$ cat src/gtg_pkg.sv
// Shared types, constants and a blend helper function for the gradient texel generator.
package gtg_pkg;

  localparam int MAX_STOPS  = 8;
  localparam int TILE_SIZE  = 32;
  localparam int TILE_SHIFT = $clog2(TILE_SIZE);
  localparam int IDX_W      = $clog2(MAX_STOPS);
  localparam int CNT_W      = $clog2(MAX_STOPS + 1);
  localparam int RATIO_W    = 9;
  localparam int RATIO_ONE  = 256;
  localparam int X_W        = 5;
  localparam int DX_W       = X_W + 2;
  localparam int SQ_W       = $clog2(2 * TILE_SIZE * TILE_SIZE + 1);
  localparam int ROOT_W     = (SQ_W + 17) / 2;
  localparam int RAD_W      = 2 * ROOT_W;
  localparam int F_W        = ROOT_W - TILE_SHIFT;
  localparam int END_W      = TILE_SHIFT + 1;
  localparam int DIV_W      = 9;
  localparam int W_W        = 8;

  typedef struct packed {
    logic               req_type;
    logic [2:0]         stop_slot;
    logic [RATIO_W-1:0] stop_ratio;
    logic [7:0]         stop_red;
    logic [7:0]         stop_green;
    logic [7:0]         stop_blue;
    logic [7:0]         stop_alpha;
    logic               final_stop;
    logic               radial_mode;
    logic [X_W-1:0]     texel_x;
    logic [X_W-1:0]     texel_y;
  } req_t;

  typedef struct packed {
    logic [7:0] out_red;
    logic [7:0] out_green;
    logic [7:0] out_blue;
    logic [7:0] out_alpha;
    logic       empty_table;
  } res_t;

  typedef enum logic [1:0] {
    OP_LOAD,
    OP_SKIP,
    OP_LINEAR,
    OP_RADIAL
  } op_e;

  // queue entry handed from front to back
  typedef struct packed {
    op_e                op;
    logic [3:0]         slot;
    logic [RATIO_W-1:0] ratio;
    logic [31:0]        colour;   // {A,B,G,R}
    logic               final_stop;
    logic [X_W-1:0]     x;
    logic [SQ_W-1:0]    sq;
  } qent_t;

  typedef struct packed {
    logic             start;
    logic [DIV_W-1:0] num;
    logic [DIV_W-1:0] den;
  } div_req_t;

  typedef struct packed {
    logic           done;
    logic [W_W-1:0] quo;
  } div_rsp_t;

  typedef struct packed {
    logic            start;
    logic [SQ_W-1:0] sq;
  } sqrt_req_t;

  typedef struct packed {
    logic              done;
    logic [ROOT_W-1:0] root;
  } sqrt_rsp_t;

  typedef enum logic [3:0] {
    ST_IDLE,
    ST_LREQ,
    ST_LCHK,
    ST_LFIN,
    ST_SQRT,
    ST_RREQ0,
    ST_RA,
    ST_RREQ,
    ST_RCHK,
    ST_RDEC,
    ST_DIV,
    ST_FETCH_A,
    ST_FETCH_B,
    ST_OUT
  } st_e;

  // one channel of (a*(256-w) + b*w) >> 8, as a + ((b-a)*w >>> 8)
  function automatic logic [7:0] blend_ch(logic [7:0] a, logic [7:0] b, logic [W_W-1:0] w);
    logic signed [8:0]  diff;
    logic signed [17:0] prod;
    logic signed [17:0] acc;
    diff = $signed({1'b0, b}) - $signed({1'b0, a});
    prod = diff * $signed({1'b0, w});
    acc  = $signed({2'b00, a, 8'h00}) + prod;
    return acc[15:8];
  endfunction

endpackage

$ cat src/gtg_front.sv
// Front end: accepts items, classifies them and prepares queue entries.
module gtg_front
  import gtg_pkg::*;
(
  input  logic  start_i,
  input  req_t  req_i,
  input  logic  q_full_i,
  output logic  busy_o,
  output logic  push_o,
  output qent_t ent_o
);

  logic signed [DX_W-1:0]   dx, dy;
  logic signed [2*DX_W-1:0] dxx, dyy;
  logic [2*DX_W:0]          sum;

  assign busy_o = q_full_i;
  assign push_o = start_i && !q_full_i;

  assign dx  = $signed({1'b0, req_i.texel_x, 1'b0}) - $signed(DX_W'(TILE_SIZE));
  assign dy  = $signed({1'b0, req_i.texel_y, 1'b0}) - $signed(DX_W'(TILE_SIZE));
  assign dxx = dx * dx;
  assign dyy = dy * dy;
  assign sum = {1'b0, dxx} + {1'b0, dyy};

  always_comb begin
    ent_o.slot       = {1'b0, req_i.stop_slot};
    ent_o.ratio      = (req_i.stop_ratio > RATIO_W'(RATIO_ONE)) ? RATIO_W'(RATIO_ONE)
                                                                : req_i.stop_ratio;
    ent_o.colour     = {req_i.stop_alpha, req_i.stop_blue, req_i.stop_green, req_i.stop_red};
    ent_o.final_stop = req_i.final_stop;
    ent_o.x          = req_i.texel_x;
    ent_o.sq         = SQ_W'(sum);
    if (!req_i.req_type) begin
      // slots past the table are dropped, final mark included
      ent_o.op = ({1'b0, req_i.stop_slot} >= 4'(MAX_STOPS)) ? OP_SKIP : OP_LOAD;
    end else if (req_i.radial_mode) begin
      ent_o.op = OP_RADIAL;
    end else begin
      ent_o.op = OP_LINEAR;
    end
  end

endmodule

$ cat src/gtg_queue.sv
// Two-entry queue between front and back.
module gtg_queue
  import gtg_pkg::*;
(
  input  logic  clk_i,
  input  logic  rst_ni,
  input  logic  push_i,
  input  qent_t ent_i,
  input  logic  pop_i,
  output logic  full_o,
  output logic  valid_o,
  output qent_t ent_o
);

  qent_t      mem_q [2];
  logic       wr_q, rd_q;
  logic [1:0] cnt_q;

  assign full_o  = (cnt_q == 2'd2);
  assign valid_o = (cnt_q != 2'd0);
  assign ent_o   = mem_q[rd_q];

  always_ff @(posedge clk_i) begin
    if (push_i) mem_q[wr_q] <= ent_i;
  end

  always_ff @(posedge clk_i or negedge rst_ni) begin
    if (!rst_ni) begin
      wr_q  <= 1'b0;
      rd_q  <= 1'b0;
      cnt_q <= 2'd0;
    end else begin
      if (push_i) wr_q <= ~wr_q;
      if (pop_i)  rd_q <= ~rd_q;
      cnt_q <= cnt_q + {1'b0, push_i} - {1'b0, pop_i};
    end
  end

endmodule

$ cat src/gtg_div.sv
// Restoring divider: one quotient bit per cycle, numerator below denominator.
module gtg_div
  import gtg_pkg::*;
(
  input  logic     clk_i,
  input  logic     rst_ni,
  input  div_req_t req_i,
  output div_rsp_t rsp_o
);

  logic [DIV_W:0]     rem_q;
  logic [DIV_W-1:0]   den_q;
  logic [W_W-1:0]     quo_q;
  logic [3:0]         cnt_q;
  logic               run_q, done_q;
  logic [DIV_W+1:0]   shl;
  logic               ge;

  assign shl = {rem_q, 1'b0};
  assign ge  = shl >= (DIV_W+2)'(den_q);

  assign rsp_o.done = done_q;
  assign rsp_o.quo  = quo_q;

  always_ff @(posedge clk_i) begin
    if (req_i.start) begin
      rem_q <= {1'b0, req_i.num};
      den_q <= req_i.den;
      quo_q <= '0;
    end else if (run_q) begin
      rem_q <= ge ? (DIV_W+1)'(shl - (DIV_W+2)'(den_q)) : (DIV_W+1)'(shl);
      quo_q <= {quo_q[W_W-2:0], ge};
    end
  end

  always_ff @(posedge clk_i or negedge rst_ni) begin
    if (!rst_ni) begin
      run_q  <= 1'b0;
      done_q <= 1'b0;
      cnt_q  <= '0;
    end else begin
      done_q <= 1'b0;
      if (req_i.start) begin
        run_q <= 1'b1;
        cnt_q <= 4'(W_W - 1);
      end else if (run_q) begin
        cnt_q <= cnt_q - 1'b1;
        if (cnt_q == '0) begin
          run_q  <= 1'b0;
          done_q <= 1'b1;
        end
      end
    end
  end

endmodule

$ cat src/gtg_sqrt.sv
// Digit-by-digit integer square root of sq * 65536, one root bit per cycle.
module gtg_sqrt
  import gtg_pkg::*;
(
  input  logic      clk_i,
  input  logic      rst_ni,
  input  sqrt_req_t req_i,
  output sqrt_rsp_t rsp_o
);

  localparam int CW = $clog2(ROOT_W + 1);

  logic [RAD_W-1:0]  opd_q;
  logic [ROOT_W+2:0] rem_q;
  logic [ROOT_W-1:0] root_q;
  logic [CW-1:0]     cnt_q;
  logic              run_q, done_q;
  logic [ROOT_W+2:0] rem_n, trial;
  logic              ge;

  assign rem_n = {rem_q[ROOT_W:0], opd_q[RAD_W-1 -: 2]};
  assign trial = (ROOT_W+3)'({root_q, 2'b01});
  assign ge    = rem_n >= trial;

  assign rsp_o.done = done_q;
  assign rsp_o.root = root_q;

  always_ff @(posedge clk_i) begin
    if (req_i.start) begin
      opd_q  <= RAD_W'({req_i.sq, 16'h0000});
      rem_q  <= '0;
      root_q <= '0;
    end else if (run_q) begin
      opd_q  <= {opd_q[RAD_W-3:0], 2'b00};
      rem_q  <= ge ? rem_n - trial : rem_n;
      root_q <= {root_q[ROOT_W-2:0], ge};
    end
  end

  always_ff @(posedge clk_i or negedge rst_ni) begin
    if (!rst_ni) begin
      run_q  <= 1'b0;
      done_q <= 1'b0;
      cnt_q  <= '0;
    end else begin
      done_q <= 1'b0;
      if (req_i.start) begin
        run_q <= 1'b1;
        cnt_q <= CW'(ROOT_W - 1);
      end else if (run_q) begin
        cnt_q <= cnt_q - 1'b1;
        if (cnt_q == '0) begin
          run_q  <= 1'b0;
          done_q <= 1'b1;
        end
      end
    end
  end

endmodule

$ cat src/gtg_back.sv
// Back end: stop table, stop search sequencer, colour fetch and blend.
module gtg_back
  import gtg_pkg::*;
(
  input  logic      clk_i,
  input  logic      rst_ni,
  input  logic      q_valid_i,
  input  qent_t     ent_i,
  output logic      pop_o,
  output div_req_t  div_req_o,
  input  div_rsp_t  div_rsp_i,
  output sqrt_req_t sqrt_req_o,
  input  sqrt_rsp_t sqrt_rsp_i,
  output logic      res_valid_o,
  output res_t      res_o
);

  logic [RATIO_W-1:0] ratio_mem [MAX_STOPS];
  logic [31:0]        colour_mem [MAX_STOPS];
  logic [RATIO_W-1:0] ratio_rd_q;
  logic [31:0]        colour_rd_q;
  logic [IDX_W-1:0]   ratio_addr, colour_addr;
  logic               mem_we;

  st_e               st_q, st_d;
  logic [CNT_W-1:0]  total_q;
  logic [CNT_W-1:0]  idx_q, idx_p1;
  logic [X_W-1:0]    x_q;
  logic [END_W-1:0]  start_q, sstart_q, send_q, end_v;
  logic [CNT_W-1:0]  seg_q;
  logic              found_q, hit;
  logic [F_W-1:0]    f_q;
  logic [RATIO_W-1:0] ra_q, rb_q;
  logic [IDX_W-1:0]  ca_q, cb_q;
  logic [W_W-1:0]    w_q;
  logic [31:0]       col_a_q;
  logic              res_valid_q;
  res_t              res_q;

  logic              is_idle_pop, lin_last, r_adv;
  logic              rd_lo, rd_hi, rd_flat;

  assign idx_p1 = idx_q + 1'b1;
  assign end_v  = END_W'(({ratio_rd_q, {TILE_SHIFT{1'b0}}}) >> 8);
  assign hit    = (END_W'(x_q) >= start_q) && (END_W'(x_q) < end_v);
  assign lin_last = (END_W'(x_q) >= start_q) || (END_W'(x_q) >= END_W'(TILE_SIZE)) || !found_q;
  assign r_adv  = ((idx_q + CNT_W'(2)) < total_q) && (F_W'(ratio_rd_q) < f_q);
  assign rd_lo   = f_q <= F_W'(ra_q);
  assign rd_hi   = f_q >= F_W'(rb_q);
  assign rd_flat = rb_q <= ra_q;
  assign is_idle_pop = (st_q == ST_IDLE) && q_valid_i;

  // table memories, registered reads
  assign mem_we = is_idle_pop && (ent_i.op == OP_LOAD);
  always_ff @(posedge clk_i) begin
    if (mem_we) begin
      ratio_mem[ent_i.slot[IDX_W-1:0]]  <= ent_i.ratio;
      colour_mem[ent_i.slot[IDX_W-1:0]] <= ent_i.colour;
    end
    ratio_rd_q  <= ratio_mem[ratio_addr];
    colour_rd_q <= colour_mem[colour_addr];
  end

  // next state
  always_comb begin
    st_d = st_q;
    case (st_q)
      ST_IDLE: begin
        if (q_valid_i) begin
          case (ent_i.op)
            OP_LINEAR: begin
              if (total_q == '0)      st_d = ST_IDLE;
              else if (total_q == 1)  st_d = ST_FETCH_A;
              else                    st_d = ST_LREQ;
            end
            OP_RADIAL: begin
              if (total_q == '0)      st_d = ST_IDLE;
              else if (total_q == 1)  st_d = ST_FETCH_A;
              else                    st_d = ST_SQRT;
            end
            default: st_d = ST_IDLE;
          endcase
        end
      end
      ST_LREQ:    st_d = ST_LCHK;
      ST_LCHK:    st_d = (idx_p1 == total_q) ? ST_LFIN : ST_LREQ;
      ST_LFIN:    st_d = lin_last ? ST_FETCH_A : ST_DIV;
      ST_SQRT:    st_d = sqrt_rsp_i.done ? ST_RREQ0 : ST_SQRT;
      ST_RREQ0:   st_d = ST_RA;
      ST_RA:      st_d = ST_RREQ;
      ST_RREQ:    st_d = ST_RCHK;
      ST_RCHK:    st_d = r_adv ? ST_RREQ : ST_RDEC;
      ST_RDEC:    st_d = (rd_lo || rd_hi || rd_flat) ? ST_FETCH_A : ST_DIV;
      ST_DIV:     st_d = div_rsp_i.done ? ST_FETCH_A : ST_DIV;
      ST_FETCH_A: st_d = ST_FETCH_B;
      ST_FETCH_B: st_d = ST_OUT;
      ST_OUT:     st_d = ST_IDLE;
      default:    st_d = ST_IDLE;
    endcase
  end

  // control outputs
  always_comb begin
    pop_o            = is_idle_pop;
    ratio_addr       = idx_q[IDX_W-1:0];
    colour_addr      = ca_q;
    div_req_o.start  = 1'b0;
    div_req_o.num    = '0;
    div_req_o.den    = '0;
    sqrt_req_o.start = 1'b0;
    sqrt_req_o.sq    = ent_i.sq;
    case (st_q)
      ST_IDLE: begin
        sqrt_req_o.start = q_valid_i && (ent_i.op == OP_RADIAL) && (total_q > 1);
      end
      ST_RREQ0:   ratio_addr = '0;
      ST_RREQ:    ratio_addr = idx_p1[IDX_W-1:0];
      ST_LFIN: begin
        div_req_o.start = !lin_last;
        div_req_o.num   = DIV_W'(END_W'(x_q) - sstart_q);
        div_req_o.den   = DIV_W'(send_q - sstart_q);
      end
      ST_RDEC: begin
        div_req_o.start = !(rd_lo || rd_hi || rd_flat);
        div_req_o.num   = DIV_W'(f_q - F_W'(ra_q));
        div_req_o.den   = DIV_W'(rb_q - ra_q);
      end
      ST_FETCH_B: colour_addr = cb_q;
      default: ;
    endcase
  end

  // datapath
  always_ff @(posedge clk_i) begin
    case (st_q)
      ST_IDLE: begin
        x_q     <= ent_i.x;
        idx_q   <= CNT_W'(1);
        start_q <= '0;
        w_q     <= '0;
        ca_q    <= '0;
        cb_q    <= '0;
      end
      ST_LCHK: begin
        if (hit) begin
          seg_q    <= idx_q;
          sstart_q <= start_q;
          send_q   <= end_v;
        end
        start_q <= end_v;
        idx_q   <= idx_p1;
      end
      ST_LFIN: begin
        if (lin_last) begin
          ca_q <= IDX_W'(total_q - 1'b1);
          cb_q <= IDX_W'(total_q - 1'b1);
        end else begin
          ca_q <= IDX_W'(seg_q - 1'b1);
          cb_q <= IDX_W'(seg_q);
        end
      end
      ST_SQRT: begin
        f_q   <= F_W'(sqrt_rsp_i.root >> TILE_SHIFT);
        idx_q <= '0;
      end
      ST_RA: ra_q <= ratio_rd_q;
      ST_RCHK: begin
        if (r_adv) begin
          ra_q  <= ratio_rd_q;
          idx_q <= idx_p1;
        end else begin
          rb_q <= ratio_rd_q;
        end
      end
      ST_RDEC: begin
        // at or below the start: start colour; at or past the end: end colour
        if (rd_lo) begin
          ca_q <= IDX_W'(idx_q);
          cb_q <= IDX_W'(idx_q);
        end else if (rd_hi) begin
          ca_q <= IDX_W'(idx_p1);
          cb_q <= IDX_W'(idx_p1);
        end else if (rd_flat) begin
          ca_q <= IDX_W'(idx_q);
          cb_q <= IDX_W'(idx_q);
        end else begin
          ca_q <= IDX_W'(idx_q);
          cb_q <= IDX_W'(idx_p1);
        end
      end
      ST_DIV:     w_q <= div_rsp_i.quo;
      ST_FETCH_B: col_a_q <= colour_rd_q;
      default: ;
    endcase
  end

  always_ff @(posedge clk_i or negedge rst_ni) begin
    if (!rst_ni) begin
      st_q    <= ST_IDLE;
      total_q <= '0;
      found_q <= 1'b0;
    end else begin
      st_q <= st_d;
      if (mem_we && ent_i.final_stop) total_q <= CNT_W'(ent_i.slot + 1'b1);
      if (st_q == ST_IDLE)                found_q <= 1'b0;
      else if (st_q == ST_LCHK && hit)    found_q <= 1'b1;
    end
  end

  // result register, one-cycle strobe
  always_ff @(posedge clk_i or negedge rst_ni) begin
    if (!rst_ni) begin
      res_valid_q <= 1'b0;
    end else begin
      res_valid_q <= (st_q == ST_OUT) ||
                     (is_idle_pop && total_q == '0 &&
                      (ent_i.op == OP_LINEAR || ent_i.op == OP_RADIAL));
    end
  end

  always_ff @(posedge clk_i) begin
    if (st_q == ST_OUT) begin
      res_q.out_red     <= blend_ch(col_a_q[7:0],   colour_rd_q[7:0],   w_q);
      res_q.out_green   <= blend_ch(col_a_q[15:8],  colour_rd_q[15:8],  w_q);
      res_q.out_blue    <= blend_ch(col_a_q[23:16], colour_rd_q[23:16], w_q);
      res_q.out_alpha   <= blend_ch(col_a_q[31:24], colour_rd_q[31:24], w_q);
      res_q.empty_table <= 1'b0;
    end else if (st_q == ST_IDLE) begin
      res_q <= '{out_red: 8'h00, out_green: 8'h00, out_blue: 8'h00, out_alpha: 8'h00,
                 empty_table: 1'b1};
    end
  end

  assign res_valid_o = res_valid_q;
  assign res_o       = res_q;

endmodule

$ cat src/gradient_texel_generator_core.sv
// Top level of the gradient texel generator: front end, queue, back end and arithmetic units.
//
// Items enter on start_i while busy_o is low and land in a two-entry queue; busy_o is high
// only while that queue is full. Load transactions write one colour stop (ratio above 1.0
// is stored as 1.0) and produce no result; a load with final_stop set makes the stop count
// slot plus one. Query transactions return one texel, RGBA, on result_o for exactly one
// cycle with result_valid_o high; the receiver cannot stall, so it must take every strobe.
// Transactions complete strictly in order and the back end works on one at a time.
// A load is written into the stop table as the back end pops it. A query on an empty
// table is answered from the idle state with empty_table set; a single-stop table goes
// straight to the two colour fetches. A linear query scans each stop after the first with
// a read request and a check state, then fetches the last colour when the texel lies past
// the last segment end or in no segment, or else runs the 8-step weight divider and blends.
// A radial query runs the bit-serial square root, fetches the first two ratios, searches
// the stops one read at a time, then either takes a clamped colour or runs the divider and
// blends. Each table read is registered, so every stop read and each of the two colour
// fetches has its own request state.
module gradient_texel_generator_core
  import gtg_pkg::*;
(
  input  logic clk_i,
  input  logic rst_ni,
  input  logic start_i,
  input  req_t req_i,
  output logic busy_o,
  output logic result_valid_o,
  output res_t result_o
);

  logic      q_full, q_valid, push, pop;
  qent_t     ent_in, ent_out;
  div_req_t  div_req;
  div_rsp_t  div_rsp;
  sqrt_req_t sqrt_req;
  sqrt_rsp_t sqrt_rsp;

  gtg_front u_front (
    .start_i  (start_i),
    .req_i    (req_i),
    .q_full_i (q_full),
    .busy_o   (busy_o),
    .push_o   (push),
    .ent_o    (ent_in)
  );

  gtg_queue u_queue (
    .clk_i   (clk_i),
    .rst_ni  (rst_ni),
    .push_i  (push),
    .ent_i   (ent_in),
    .pop_i   (pop),
    .full_o  (q_full),
    .valid_o (q_valid),
    .ent_o   (ent_out)
  );

  gtg_div u_div (
    .clk_i  (clk_i),
    .rst_ni (rst_ni),
    .req_i  (div_req),
    .rsp_o  (div_rsp)
  );

  gtg_sqrt u_sqrt (
    .clk_i  (clk_i),
    .rst_ni (rst_ni),
    .req_i  (sqrt_req),
    .rsp_o  (sqrt_rsp)
  );

  gtg_back u_back (
    .clk_i       (clk_i),
    .rst_ni      (rst_ni),
    .q_valid_i   (q_valid),
    .ent_i       (ent_out),
    .pop_o       (pop),
    .div_req_o   (div_req),
    .div_rsp_i   (div_rsp),
    .sqrt_req_o  (sqrt_req),
    .sqrt_rsp_i  (sqrt_rsp),
    .res_valid_o (result_valid_o),
    .res_o       (result_o)
  );

endmodule

$ cat config.mk
export PLATFORM = sky130hd
export DESIGN_NAME = gradient_texel_generator_core
export DESIGN_NICKNAME = d
export VERILOG_FILES = /design/src/gtg_pkg.sv /design/src/gtg_front.sv /design/src/gtg_queue.sv /design/src/gtg_div.sv /design/src/gtg_sqrt.sv /design/src/gtg_back.sv /design/src/gradient_texel_generator_core.sv
export SDC_FILE = /design/constraint.sdc
export NUM_CORES = 2
export LEC_CHECK = 0
export BUFFER_PORTS_ARGS = -buffer_cell sky130_fd_sc_hd__buf_2
export CAP_MARGIN = 10
export CORE_ASPECT_RATIO = 0.5
export CORE_MARGIN = 2
export CORE_UTILIZATION = 50
export DETAILED_ROUTE_END_ITERATION = 8
export PLACE_DENSITY = 0.7
export SETUP_SLACK_MARGIN = 0.1
export SLEW_MARGIN = 20
export SYNTH_ARGS = -nofsm -noshare
export SYNTH_HDL_FRONTEND = slang
export SYNTH_SLANG_ARGS = --single-unit
export TNS_END_PERCENT = 1
$ cat constraint.sdc
create_clock -name clk_i -period 14.6 [get_ports clk_i]
set_input_delay 0.73 -clock clk_i [delete_from_list [all_inputs] [get_ports clk_i]]
set_output_delay 0.73 -clock clk_i [all_outputs]
set_load 0.02 [all_outputs]
# Yosys cells after proc, flatten, opt, wreduce, memory -nomap -nowiden

Memories as Yosys holds them, arrays and structs flattened. A register that Yosys moved wholly into a read port is not among the register bits.
Index checks and enable logic that the tools add are counted.

Input port bits: 60
Output and inout port bits: 35
Bits in writable memories: 456
Memories: 3
Register bits: 230

Memories:

| memory            | depth | width | read ports | clocked after Yosys merged registers in | write ports | line            | text |
|---|---|---|---|---|---|---|---|
| u_back.colour_mem | 8     | 32    | 1          | 1                                       | 1           | gtg_back.sv:19  | `logic [31:0] colour_mem [MAX_STOPS];` |
| u_queue.mem_q     | 2     | 64    | 1          | 0                                       | 1           | gtg_queue.sv:15 | `qent_t mem_q [2];` |
| u_back.ratio_mem  | 8     | 9     | 1          | 1                                       | 1           | gtg_back.sv:18  | `logic [RATIO_W-1:0] ratio_mem [MAX_STOPS];` |

Eq/ne operators: 20
Multiply operators: 6
Mux-type cells: 65
Reductions and logical operators: 39
Add/subtract/negate cells: 26
Bitwise gates (word level): 3
$lt $le $gt $ge: 11

Operators by type and width:

| kind               | number |
|---|---|
| $mux 33            | 2 |
| $add 16x16->16     | 4 |
| $mul 9x9->16       | 4 |
| $mux 28            | 2 |
| $pmux 4 s13        | 1 |
| $mux 4             | 11 |
| $pmux 19 s2        | 1 |
| $mux 9             | 4 |
| $sub 8x8->9        | 4 |
| $eq 4x4->1 const B | 6 |
| $mul 7x7->12       | 2 |
| $mux 1             | 24 |
| $mux 3             | 8 |
| $le 9x9->1         | 2 |
| $pmux 3 s3         | 2 |
| $pmux 9 s2         | 1 |
| $sub 9x9->9        | 2 |
| $ge 17x16->1       | 1 |
| $eq 4x3->1 const B | 4 |
| $logic_not 4->1    | 4 |
| $pmux 4 s4         | 1 |
| $pmux 8 s2         | 1 |
| $reduce_bool 2->1  | 8 |
| $mux 15            | 1 |
| other kinds (38)   | 70 |

# Depth between registers and ports, before layout

Depth in word-level cells: 6
Mapped depth: 28
Gate-level depth less buffers: 27

# Modules after synthesis

Synthesis repeated with hierarchy kept, for this count alone.

Cell total of the unflattened synthesis: 3567
Area total of the unflattened synthesis: 44671.6 um^2

Modules (own cells, without submodules):

| module    | sequential area each (um^2) | times used | area an instance (um^2) | cells each |
|---|---|---|---|---|
| gtg_back  | 14994.4                     | 1          | 32832.7                 | 2624 |
| gtg_queue | 4003.8                      | 1          | 5051.1                  | 217 |
| gtg_sqrt  | 1091.0                      | 1          | 2839.0                  | 315 |
| gtg_front | 0.0                         | 1          | 2105.8                  | 239 |
| gtg_div   | 870.8                       | 1          | 1843.0                  | 172 |

# Worst setup path after synthesis

OpenSTA, ideal clock, no wires.

Path type: reg-to-reg
Start point: register u_back.col_a_q[1]
End point: register u_back.res_q, in the netlist u_back.res_o[32] (data pin)
Data required time: 14.469 ns
Library setup time: 0.131 ns
Clock period less this slack: 6.108 ns
Arrival time: 5.977 ns
Cell stages (with the launch flop): 26
Path slack: 8.492 ns
Cells stage by stage: edfxtp_1 inv_1 ha_1 nor2b_1 o21ai_0 a21boi_0 o21ai_0 a21oi_1 or3_1 clkbuf_1 and3_1 fa_1 fa_1 fa_1 fa_1 inv_1 fa_1 inv_1 ha_1 o21ai_0 nand2b_1 nand4_1 o21ai_1 a21oi_1 or4_1 nand2_1

Word-level cells in the longest chain between the ends: 4

Ends and longest elaborated chain:

| element                | line            | text |
|---|---|---|
| start, declared        | gtg_back.sv:36  | `logic [31:0] col_a_q;` |
| start signal, assigned | gtg_back.sv:192 | `ST_FETCH_B: col_a_q <= colour_rd_q;` |
| $sub 8x8->9            | gtg_pkg.sv:104  | `diff = $signed({1'b0, b}) - $signed({1'b0, a});` |
| $mul 9x9->16           | gtg_pkg.sv:105  | `prod = diff * $signed({1'b0, w});` |
| $add 16x16->16 *       | gtg_pkg.sv:106  | `acc = $signed({2'b00, a, 8'h00}) + prod;` |
| $mux 33 *              | gtg_back.sv:222 | `if (st_q == ST_OUT) begin` |
| end signal, assigned   | gtg_back.sv:229 | `res_q <= '{out_red: 8'h00, out_green: 8'h00, out_blue: 8'h00, out_alpha: 8'h00,` |
| end, declared          | gtg_back.sv:38  | `res_t res_q;` |

Every way passes the cells marked *; elsewhere a longest branch is shown, timed or not.
A chain may end at the register's enable or synchronous reset.

# Worst setup path in the final report

Start point: register u_back.col_a_q[25]
End point: register u_back.res_q, in the netlist u_back.res_o[8] (data pin)

The elaborated chain is that of the path after synthesis.

==> metrics.yaml <==
timing:
  finalCriticalPeriod_ns: 6.93
  drv_slew: 0
  skew_ns: 0.0234
  slew_headroom_pct: 26.7
  rsz0062_at_grt: "no"
  max_freq_ghz: 0.144
  tightest_slew_ns: 1.10
  setup_tns_ns: 0
  fin_ws_ns: 7.67
  finalSetupViolations: 0
  hold_viol_final: 0
  min_period_over_period_pct: 47.5
clock_network:
  root_buffer: "clkbuf_16"
  clk_pin_slew_worst_paths_ns: 0.07
  clk_path_buf_depth: 3
  cts_resized: 0
  cts_buffers: 67
  clk_latency_ns: 0.63
  htree_levels: 3
  post_cts_buffers: 0
  clock-sinks: 721
  cts_tree: "yes"
  cts_hold_buf: 0
detailed_routing:
  drc: 0
  first_pass_iters: 6
  ant_nets: 0
  vias_per_cell: 5.37
  wl_met3_um: 4020
  vias: 25200
  wl_um: 88400
  highest_layer: "met5"
  dr.first_iter.drc_count: 1555
  wl_met2_um: 43300
  m1WireLength_um: 38700
  wl_per_cell_um: 18.8
global_routing:
  grt_first_pass_wirelength_um: 142000
  grt_pass1_vias: 26700
  track_usage_pct: 20.5
  grt_overflow: 0
  grt_max_degree: 65
  antenna_found_initial: 6
floorplanning:
  fp.dieH_um: 212
  core-area_um2: 85700
  start_util_pct: 50.3
  rows: 76
  die-area_um2: 88700
  io_pins: 95
  die_w_um: 419
setup_path:
  arrival_ns: 7.31
  critPathRequiredTime_ns: 14.97
  critPathMaxFanout: 8
  setup.worst_path.class: "flip-flop to flip-flop"
  crit_path_end_kind: "flip-flop"
  startpoint_type: "flip-flop"
placement:
  dp_hpwl_um: 61300
  post-place-ws_ns: 7.69
  place.gp.congestion: 0.879
  place_area_um2: 45000
  port-buffer-count: 94
synth:
  ys_types: 85
  async_flop_share_pct: 3.61
  ys.warnings.count: 0
  syn_inst: 3369
  ys.flop_type: "edfxtp_1"
  yosysSeqAreaShare_pct: 48.1
  syn-cell-area_um2: 43100
  synth_area_per_cell_um2: 12.8
  synth_nets: 3999
  synth_edf_count: 615
  ys_ff_latch: 721
layout:
  mostFrequentLayoutCells: "edfxtp_1 (615), inv_1 (493), fa_1 (285), ha_1 (285), nand2_1 (195)"
  areaGrowthSynthToFinish_pct: 9.99
  design_area_um2: 47400
  drive_gt1_share_pct: 12.0
  mostFrequentLayoutCell: "edfxtp_1"
  nets: 4103
outcome:
  status: "completed"
worst_hold_path:
  worstHoldPathType: "input port to async pin"
flow_run:
  drv_cap: 0
-- final cells by class --
class                   count  area (um2)
diodes                      2        5.00
flip-flops and latches    721       20700
fillers                  7001       38300
clock buffers              88        1820
well taps                1170        1460
clock inverters            36         504
multi-input cells        2062       20300
repair buffers            126         731
inverters                 495        1860
-- worst paths after layout --
path	to	depth (start not counted)	start	slack, ns
max reg2reg	u_back.res_o[8]$_DFFE_PP_	25	u_back.col_a_q[25]$_DFFE_PP_	7.67
min reg2reg	u_back.col_a_q[0]$_DFFE_PP_	0	u_back.colour_rd_q[0]$_DFF_P_	0.43
max in group asynchronous	u_queue.rd_q$_DFFE_PN0P_	1	rst_ni	13.81
max	u_back.res_o[8]$_DFFE_PP_	25	u_back.col_a_q[25]$_DFFE_PP_	7.67
min in group clk_i	u_queue.mem_q[1][38]$_DFFE_PP_	1	req_i[24]	0.30
min	u_sqrt.done_q$_DFF_PN0_	1	rst_ni	0.19
-- logic make-up (layout without fill, tap and decap cells) --
kind of cell | count (synthesis) | count (layout) | share of synthesized area, %
compound gates | 350 | 350 | 5.19
buf+inv | 586 | 745 | 5.18
other cells | 0 | 2 | 0
xor+xnor | 159 | 159 | 3.23
flops | 721 | 721 | 48.1
fa+ha+maj | 570 | 570 | 21.5
mux | 276 | 276 | 8.54
simple gates | 707 | 707 | 8.28
-- synth_stat cells (42+ instances only) --
master / count / area share, %
and2_1: 108 / 1.6
dfxtp_1: 80 / 3.7
mux4_2: 64 / 3.3
inv_1: 493 / 4.3
xnor2_1: 111 / 2.3
nor2b_1: 79 / 1.1
a21o_1: 49 / 0.85
edfxtp_1: 615 / 43
nand2_1: 196 / 1.7
mux2_2: 92 / 2.4
fa_1: 285 / 13
mux2i_1: 119 / 2.8
clkbuf_1: 67 / 0.58
nor2_1: 147 / 1.3
ha_1: 285 / 8.3
xor2_1: 48 / 0.98
nand2b_1: 42 / 0.61
o21ai_0: 92 / 1.1
a21oi_1: 88 / 1.0
-- state kept, by name (all words and copies together), names as in the netlist, 10 cells and up --
name,cells
u_back.col_a_q,32
u_back.colour_mem,256
u_back.colour_rd_q,32
u_back.ratio_mem,72
u_back.res_o,33
u_div.rem_q,10
u_queue.mem_q,124
u_sqrt.opd_q,10
u_sqrt.rem_q,15
u_sqrt.root_q,14
-- routing by layer --
metal,up-vias,track usage [%]
met2,522,34.9
met3,155,3.45
met5,-,0
met4,6,6.02
met1,12700,27.2
li1,11800,-
-- critical path, cell delays in order (launching register included) --
cell	delay [ns]
edfxtp_1	0.43
inv_1	0.13
ha_1	0.23
nor2b_1	0.12
o21ai_0	0.23
a21boi_0	0.16
o21ai_0	0.27
nand2_1	0.12
xor2_1	0.47
nand2_1	0.17
fa_1	0.57
inv_1	0.06
fa_1	0.50
inv_1	0.05
fa_1	0.47
inv_1	0.05
fa_1	0.47
ha_1	0.30
ha_1	0.32
a21o_1	0.18
a21oi_1	0.16
nor4b_1	0.49
o21ai_0	0.26
a21oi_1	0.24
a211oi_1	0.06
a21o_1	0.18
-- through the flow --
step / hold WS (ns) / instances / util, %
detailed placement: 0.417 / 4572 / 52.6
CTS: 0.179 / 4696 / 55.3
floorplan: 0.408 / 3369 / -
global route: 0.211 / 4698 / 55.3
global placement: 0.410 / 4572 / 52.6
finish: 0.187 / 4700 / 55.3
Power is left out: the tool's default activity adds up to more than one toggle a clock period on the data nets, which glitch-free logic cannot reach.
